==> config.mk <==
export PLATFORM = sky130hd
export DESIGN_NAME = ascii_decimal_to_int_parser
export DESIGN_NICKNAME = d
export VERILOG_FILES = /design/src/rtl/acdp_pkg.sv /design/src/rtl/acdp_front.sv /design/src/rtl/acdp_back.sv /design/src/rtl/ascii_decimal_to_int_parser.sv
export SDC_FILE = /design/constraint.sdc
export NUM_CORES = 1
export LEC_CHECK = 0
export ABC_AREA = 1
export BUFFER_PORTS_ARGS = -buffer_cell sky130_fd_sc_hd__buf_2
export CORE_MARGIN = 2
export CORE_UTILIZATION = 30
export DETAILED_ROUTE_END_ITERATION = 8
export GPL_ROUTABILITY_DRIVEN = 0
export PLACE_DENSITY = 0.52
export SLEW_MARGIN = 25
export SYNTH_ARGS = -nofsm -noshare
export SYNTH_HDL_FRONTEND = slang
export SYNTH_SLANG_ARGS = --single-unit
==> constraint.sdc <==
create_clock -name clk -period 12.51 [get_ports clk]
set_clock_uncertainty 0.1 [all_clocks]
set_input_delay 2.502 -clock clk [delete_from_list [all_inputs] [get_ports clk]]
set_output_delay 2.502 -clock clk [all_outputs]
set_load 0.01 [all_outputs]
==> src/rtl/acdp_pkg.sv <==
`default_nettype none
package acdp_pkg;

	localparam int VALUE_WIDTH = 32;
	localparam int OUT_WIDTH   = 32;
	localparam int SUM_W       = VALUE_WIDTH + 5;

	localparam logic signed [SUM_W-1:0] SUM_HI = {{6{1'b0}}, {(VALUE_WIDTH-1){1'b1}}};
	localparam logic signed [SUM_W-1:0] SUM_LO = {{6{1'b1}}, {(VALUE_WIDTH-1){1'b0}}};

	localparam int QDEPTH = 4;
	localparam int QAW    = $clog2(QDEPTH);

	localparam logic [7:0] CH_ZERO  = 8'h30;
	localparam logic [7:0] CH_NINE  = 8'h39;
	localparam logic [7:0] CH_SPACE = 8'h20;
	localparam logic [7:0] CH_TAB   = 8'h09;
	localparam logic [7:0] CH_MINUS = 8'h2d;
	localparam logic [7:0] CH_PLUS  = 8'h2b;

	localparam logic [1:0] ST_OK     = 2'd0;
	localparam logic [1:0] ST_NONE   = 2'd1;
	localparam logic [1:0] ST_SYNTAX = 2'd2;
	localparam logic [1:0] ST_OVF    = 2'd3;

	typedef struct packed {
		logic       has_char;
		logic       eos;
		logic       ws;
		logic       zero;
		logic       digit;
		logic       sign;
		logic       neg;
		logic [3:0] dval;
	} class_t;

	typedef enum logic [5:0] {
		PH_START  = 6'b000001,
		PH_ZEROS  = 6'b000010,
		PH_SIGN   = 6'b000100,
		PH_DIGITS = 6'b001000,
		PH_DONE   = 6'b010000,
		PH_ERROR  = 6'b100000
	} phase_t;

endpackage
`default_nettype wire

==> src/rtl/acdp_front.sv <==
`default_nettype none
module acdp_front
	import acdp_pkg::*;
(
	input  wire logic       clk,
	input  wire logic       arst_n,
	input  wire logic       push,
	output logic            full,
	input  wire logic [7:0] char_code,
	input  wire logic       has_char,
	input  wire logic       end_of_string,
	output logic            head_valid,
	output class_t          head_item,
	input  wire logic       head_pop
);

	class_t            entry_q [QDEPTH];
	logic [QAW-1:0]    wr_q;
	logic [QAW-1:0]    rd_q;
	logic [QAW:0]      cnt_q;
	class_t            cls;
	logic              accept;
	logic              wr_en;
	logic              rd_en;

	always_comb begin
		cls.has_char = has_char;
		cls.eos      = end_of_string;
		cls.ws       = (char_code == CH_SPACE) || (char_code == CH_TAB);
		cls.zero     = (char_code == CH_ZERO);
		cls.digit    = (char_code >= CH_ZERO) && (char_code <= CH_NINE);
		cls.sign     = (char_code == CH_MINUS) || (char_code == CH_PLUS);
		cls.neg      = (char_code == CH_MINUS);
		cls.dval     = char_code[3:0];
	end

	assign full       = (cnt_q == (QAW+1)'(QDEPTH));
	assign accept     = push && !full;
	// drop beats that carry neither a character nor an end mark
	assign wr_en      = accept && (has_char || end_of_string);
	assign head_valid = (cnt_q != '0);
	assign head_item  = entry_q[rd_q];
	assign rd_en      = head_pop && head_valid;

	always_ff @(posedge clk) begin
		if (wr_en) begin
			entry_q[wr_q] <= cls;
		end
	end

	always_ff @(posedge clk or negedge arst_n) begin
		if (!arst_n) begin
			wr_q  <= '0;
			rd_q  <= '0;
			cnt_q <= '0;
		end else begin
			if (wr_en) begin
				wr_q <= wr_q + 1'b1;
			end
			if (rd_en) begin
				rd_q <= rd_q + 1'b1;
			end
			if (wr_en && !rd_en) begin
				cnt_q <= cnt_q + 1'b1;
			end else if (!wr_en && rd_en) begin
				cnt_q <= cnt_q - 1'b1;
			end
		end
	end

endmodule
`default_nettype wire

==> src/rtl/acdp_back.sv <==
`default_nettype none
module acdp_back
	import acdp_pkg::*;
(
	input  wire logic                        clk,
	input  wire logic                        arst_n,
	input  wire logic                        head_valid,
	input  wire class_t                      head_item,
	output logic                             head_pop,
	input  wire logic                        cfg_valid,
	input  wire logic signed [OUT_WIDTH-1:0] default_value,
	input  wire logic                        pop,
	output logic                             empty,
	output logic signed [OUT_WIDTH-1:0]      parsed_value,
	output logic [1:0]                       parse_status
);

	phase_t                         phase_q, phase_n;
	logic signed [VALUE_WIDTH-1:0]  acc_q, acc_n;
	logic                           seen_q, seen_n;
	logic                           neg_q, neg_n;
	logic                           ovf_q, ovf_n;
	logic signed [OUT_WIDTH-1:0]    default_q;
	logic                           res_valid_q;
	logic signed [OUT_WIDTH-1:0]    value_q;
	logic [1:0]                     status_q;

	logic signed [SUM_W-1:0]        accx;
	logic signed [SUM_W-1:0]        prod;
	logic signed [SUM_W-1:0]        dx;
	logic signed [SUM_W-1:0]        sum;
	logic                           sum_ovf;
	logic                           do_add;
	logic                           advance;
	logic signed [OUT_WIDTH-1:0]    value_n;
	logic [1:0]                     status_n;

	// hold only an end-of-string beat while a result waits
	assign advance  = head_valid && (!head_item.eos || !res_valid_q || pop);
	assign head_pop = advance;
	assign empty        = !res_valid_q;
	assign parsed_value = value_q;
	assign parse_status = status_q;

	always_comb begin
		accx    = SUM_W'(acc_q);
		prod    = (accx <<< 3) + (accx <<< 1);
		dx      = SUM_W'({1'b0, head_item.dval});
		sum     = neg_q ? (prod - dx) : (prod + dx);
		sum_ovf = (sum > SUM_HI) || (sum < SUM_LO);
	end

	always_comb begin
		phase_n = phase_q;
		seen_n  = seen_q;
		neg_n   = neg_q;
		do_add  = 1'b0;
		if (head_item.has_char) begin
			unique case (phase_q)
				PH_START: begin
					if (head_item.ws) begin
						phase_n = PH_START;
					end else if (head_item.zero) begin
						phase_n = PH_ZEROS;
						seen_n  = 1'b1;
					end else if (head_item.sign) begin
						phase_n = PH_SIGN;
						neg_n   = head_item.neg;
					end else if (head_item.digit) begin
						phase_n = PH_DIGITS;
						seen_n  = 1'b1;
						do_add  = 1'b1;
					end else begin
						phase_n = PH_ERROR;
					end
				end
				PH_ZEROS: begin
					if (head_item.ws) begin
						phase_n = PH_DONE;
					end else if (head_item.zero) begin
						phase_n = PH_ZEROS;
					end else if (head_item.digit) begin
						phase_n = PH_DIGITS;
						do_add  = 1'b1;
					end else begin
						phase_n = PH_ERROR;
					end
				end
				PH_SIGN: begin
					if (head_item.zero) begin
						phase_n = PH_ZEROS;
						seen_n  = 1'b1;
					end else if (head_item.digit) begin
						phase_n = PH_DIGITS;
						seen_n  = 1'b1;
						do_add  = 1'b1;
					end else begin
						phase_n = PH_ERROR;
					end
				end
				PH_DIGITS: begin
					if (head_item.digit) begin
						do_add = 1'b1;
					end else begin
						phase_n = PH_DONE;
					end
				end
				default: begin
					phase_n = phase_q;
				end
			endcase
		end
		acc_n = acc_q;
		ovf_n = ovf_q;
		if (do_add && !ovf_q) begin
			if (sum_ovf) begin
				ovf_n = 1'b1;
			end else begin
				acc_n = sum[VALUE_WIDTH-1:0];
			end
		end
		if (phase_n == PH_ERROR) begin
			status_n = ST_SYNTAX;
			value_n  = default_q;
		end else if (ovf_n) begin
			status_n = ST_OVF;
			value_n  = default_q;
		end else if (seen_n) begin
			status_n = ST_OK;
			value_n  = OUT_WIDTH'(acc_n);
		end else begin
			status_n = ST_NONE;
			value_n  = default_q;
		end
	end

	always_ff @(posedge clk) begin
		if (advance && head_item.eos) begin
			value_q  <= value_n;
			status_q <= status_n;
		end
	end

	always_ff @(posedge clk or negedge arst_n) begin
		if (!arst_n) begin
			phase_q     <= PH_START;
			acc_q       <= '0;
			seen_q      <= 1'b0;
			neg_q       <= 1'b0;
			ovf_q       <= 1'b0;
			default_q   <= '0;
			res_valid_q <= 1'b0;
		end else begin
			if (cfg_valid) begin
				default_q <= default_value;
			end
			if (advance) begin
				if (head_item.eos) begin
					phase_q <= PH_START;
					acc_q   <= '0;
					seen_q  <= 1'b0;
					neg_q   <= 1'b0;
					ovf_q   <= 1'b0;
				end else begin
					phase_q <= phase_n;
					acc_q   <= acc_n;
					seen_q  <= seen_n;
					neg_q   <= neg_n;
					ovf_q   <= ovf_n;
				end
			end
			if (advance && head_item.eos) begin
				res_valid_q <= 1'b1;
			end else if (pop) begin
				res_valid_q <= 1'b0;
			end
		end
	end

endmodule
`default_nettype wire

==> src/rtl/ascii_decimal_to_int_parser.sv <==
`default_nettype none
// A result is registered on the result ports when its end-of-string beat leaves the head of
// the queue; the beat is first written into a queue entry.
// Throughput: one character per cycle while the queue is not full, set by the combinational
// times-ten-and-add step. A four-entry queue sits between the classifier and the parser;
// a held result stalls the next end-of-string beat at the queue head and the beats behind it.
// Reset (arst_n low, asynchronous) empties both sides, clears the parse state and sets the
// default value to zero; the block takes input from the first cycle after reset.
module ascii_decimal_to_int_parser
	import acdp_pkg::*;
(
	input  wire logic                        clk,
	input  wire logic                        arst_n,
	input  wire logic                        push,
	output logic                             full,
	input  wire logic [7:0]                  char_code,
	input  wire logic                        has_char,
	input  wire logic                        end_of_string,
	output logic                             empty,
	input  wire logic                        pop,
	output logic signed [OUT_WIDTH-1:0]      parsed_value,
	output logic [1:0]                       parse_status,
	input  wire logic                        cfg_valid,
	output logic                             cfg_ready,
	input  wire logic signed [OUT_WIDTH-1:0] default_value
);

	logic   head_valid;
	logic   head_pop;
	class_t head_item;

	assign cfg_ready = 1'b1;

	acdp_front u_front (
		.clk           (clk),
		.arst_n        (arst_n),
		.push          (push),
		.full          (full),
		.char_code     (char_code),
		.has_char      (has_char),
		.end_of_string (end_of_string),
		.head_valid    (head_valid),
		.head_item     (head_item),
		.head_pop      (head_pop)
	);

	acdp_back u_back (
		.clk           (clk),
		.arst_n        (arst_n),
		.head_valid    (head_valid),
		.head_item     (head_item),
		.head_pop      (head_pop),
		.cfg_valid     (cfg_valid),
		.default_value (default_value),
		.pop           (pop),
		.empty         (empty),
		.parsed_value  (parsed_value),
		.parse_status  (parse_status)
	);

endmodule
`default_nettype wire

==> flow_summary.json <==
{
  "core_area_um2": 38600,
  "remaining_drc_errors": 0,
  "start_util": 0.303,
  "drt_pass1_iterations": 6,
  "seq_power_share": 0.336,
  "cp_max_fo": 56,
  "hpwlAfterDp_um": 27100,
  "period_needed_ps": 5530,
  "antenna_found_initial": 0,
  "die_x_um": 202,
  "tightest_slew_ps": 975,
  "fin_crit_sh": 0.442,
  "seqCellArea_um2": 4370,
  "areaGrowthSynthToFinish_pct": 13.7,
  "io_pins": 84,
  "grt_pass1_wl_um": 55800,
  "ys.flop_type": "dfrtp_1",
  "clk_path_buf_depth": 2,
  "setup_viol": 0,
  "post-cts-setup-buffers": 0,
  "tns_ps": 0,
  "routedWlPerCell_um": 15.0,
  "dr_total_vias": 10747,
  "viasPerCell": 4.70,
  "root_buffer": "clkbuf_16",
  "die_height_um": 202,
  "status": "finished clean",
  "crit_arrival_ps": 5630,
  "grt_max_degree": 63,
  "grt_pass1_vias": 10525,
  "worstHoldPathType": "reg2reg",
  "dpl_cell_area_um2": 12700,
  "wl_um": 34300,
  "diodes": 0,
  "layout.nets": 1848,
  "htreeDepth": 4,
  "cts_tree": "done",
  "maxCapViolCount": 0,
  "path_class": "reg2reg",
  "powerDensity_nw_per_um2": 175,
  "fin_area_um2": 13300,
  "syn_area_per_cell_um2": 6.97,
  "syn-num-nets": 1776,
  "port_buffers": 82,
  "synthTopCellsByCount": "nand2_1, inv_1, nor2_1",
  "ys_seq_elements": 159,
  "clock_sinks": 159,
  "synth_area_leaders": "nand2_1, edfxtp_1, dfrtp_1",
  "grt-ovfl-total": 0,
  "globalRouteTotalUtil": 0.174,
  "synth-edff-count": 78,
  "startpoint_type": "flip-flop",
  "rows": 72,
  "ant_nets": 0,
  "power_leakage_nw": 6.70,
  "drive_gt1_frac": 0.128,
  "peakVddDrop_uv": 175,
  "power_switching_share": 0.420,
  "netlist.area_leader.share": 0.221,
  "end_kind": "flip-flop",
  "r2r_setup_slack_ps": 6980,
  "yosysWarnings": 0,
  "p_int_mw": 1.35,
  "multiInputGateArea_um2": 6350,
  "rsz0062_at_grt": "no",
  "die_area_um2": 40700,
  "synth.most_common_cell": "nand2_1",
  "slew_headroom": 0.348,
  "fillers": 4153,
  "yosysTopAreaCell": "nand2_1",
  "max_freq_mhz": 181,
  "ys_seq_area_frac": 0.373,
  "netlist_instances": 1683,
  "synth_area_um2": 11700,
  "power.switching_mw": 0.978,
  "synthArstFlopShare": 0.509,
  "clockPowerShare": 0.238,
  "path_clk_slew_ps": 60,
  "post_cts_resize_count": 0,
  "worst_ep_required_time_ps": 12610,
  "postCtsHoldBufs": 0,
  "cts_buffers": 17,
  "yosysUniqueCellTypes": 50,
  "drt_iter0_markers": 630,
  "clk_latency_ps": 450,
  "combPwrFrac": 0.426,
  "slew_viol_final": 0,
  "finalHoldViolations": 0
}
cells in the final DEF (no fill, tap or decap), drive strengths merged, types with 3 or more instances in the layout:
| master | count |
|---|---|
| ha | 42 |
| nand4 | 26 |
| and2 | 6 |
| nand2 | 706 |
| o32ai | 3 |
| mux2 | 33 |
| o22ai | 9 |
| nor3 | 16 |
| a32oi | 4 |
| dfrtp | 80 |
| fa | 4 |
| inv | 224 |
| edfxtp | 78 |
| nand3 | 107 |
| o21ai | 56 |
| nor2 | 161 |
| xor2 | 29 |
| nor4 | 5 |
| a21oi | 35 |
| a22oi | 4 |
| clkinv | 5 |
| clkbuf | 21 |
| xnor2 | 4 |
| bufinv | 3 |
| buf | 89 |
final cells by class:
type	count	area share
tap	518	0.0486
timing repair buffer	89	0.0379
clock buffer	21	0.0354
inverter	223	0.0628
sequential	159	0.328
clock inverter	11	0.0115
multi-input combinational	1265	0.476
routing by layer:
metal  global-route usage  share of wire  wire length, um  up-vias
li1                     -              -                -     5487
met1                0.228           0.46            15800     5034
met2                0.296           0.48            16500      191
met3               0.0251          0.038             1310       35
met4               0.0523          0.020              672        0
met5                    0              0                0        -
worst paths after layout:
path                                       from                      to  depth (start not counted)
max                             u_front.rd_q[0]  u_back.parsed_value[0]                         25
min                        u_back.default_q[21]    u_back.default_q[21]                          1
max reg2reg                     u_front.rd_q[0]  u_back.parsed_value[0]                         25
min reg2reg                u_back.default_q[21]    u_back.default_q[21]                          1
max in group asynchronous                arst_n        u_back.acc_q[12]                          2
min in group asynchronous                arst_n    u_back.default_q[25]                          1
stage by stage:
stage,std cells,hold WS [ps],utilization,power [mW],worst slack [ps]
3_3_place_gp,2252,392,0.327,1.75,6770
2_1_floorplan,1683,370,-,1.44,7810
3_5_place_dp,2253,397,0.328,1.78,7020
6_report,2286,406,0.345,2.33,6980
5_1_grt,2286,426,0.345,2.50,6330
4_1_cts,2285,411,0.344,2.34,7000
kinds of logic after synthesis:
family          Yosys count  share of synthesized area
compound gates          122                     0.0634
xor+xnor                 33                     0.0246
fa+ha+maj                46                     0.0516
buf+inv                 259                     0.0882
flops                   159                      0.373
mux                      33                     0.0317
other cells               1                   0.000320
simple gates           1030                      0.367
worst max-delay path: stages (launching register included):
cell     delay, ps
dfrtp_1        660
inv_1          650
nand2_1        110
a32oi_1        320
inv_1           80
ha_1           370
a21oi_1        170
o21ai_0        160
nor2_1         110
nand2_1         50
nor2_1         210
inv_1           70
nor4_1         510
nand3_1        150
nand2_1         80
nand2_1         40
nand2_1         70
nand2_1         60
nor2_2         110
nand3_2        110
nand2_4        160
nand2_4        380
nand2_1        220
o21ai_2        110
nand2_1        110
nand2_1         50
power by group through the flow:
stage	Sequential [mW]	Combinational, mW	Clock, mW
after floorplan	0.791	0.646	0
after global placement	0.796	0.955	0
after detailed placement	0.793	0.986	0
after CTS	0.785	0.989	0.570
after global routing	0.797	1.11	0.587
final	0.782	0.991	0.554
state kept, by name, indices dropped and copies added, names as in the netlist:
name                 count
u_back.acc_q            32
u_back.default_q        32
u_back.neg_q             1
u_back.ovf_q             1
u_back.parse_status      2
u_back.parsed_value     32
u_back.phase_q           6
u_back.res_valid_q       1
u_back.seen_q            1
u_front.cnt_q            3
u_front.entry_q         44
u_front.rd_q             2
u_front.wr_q             2
(Power assumes the default switching activity.)
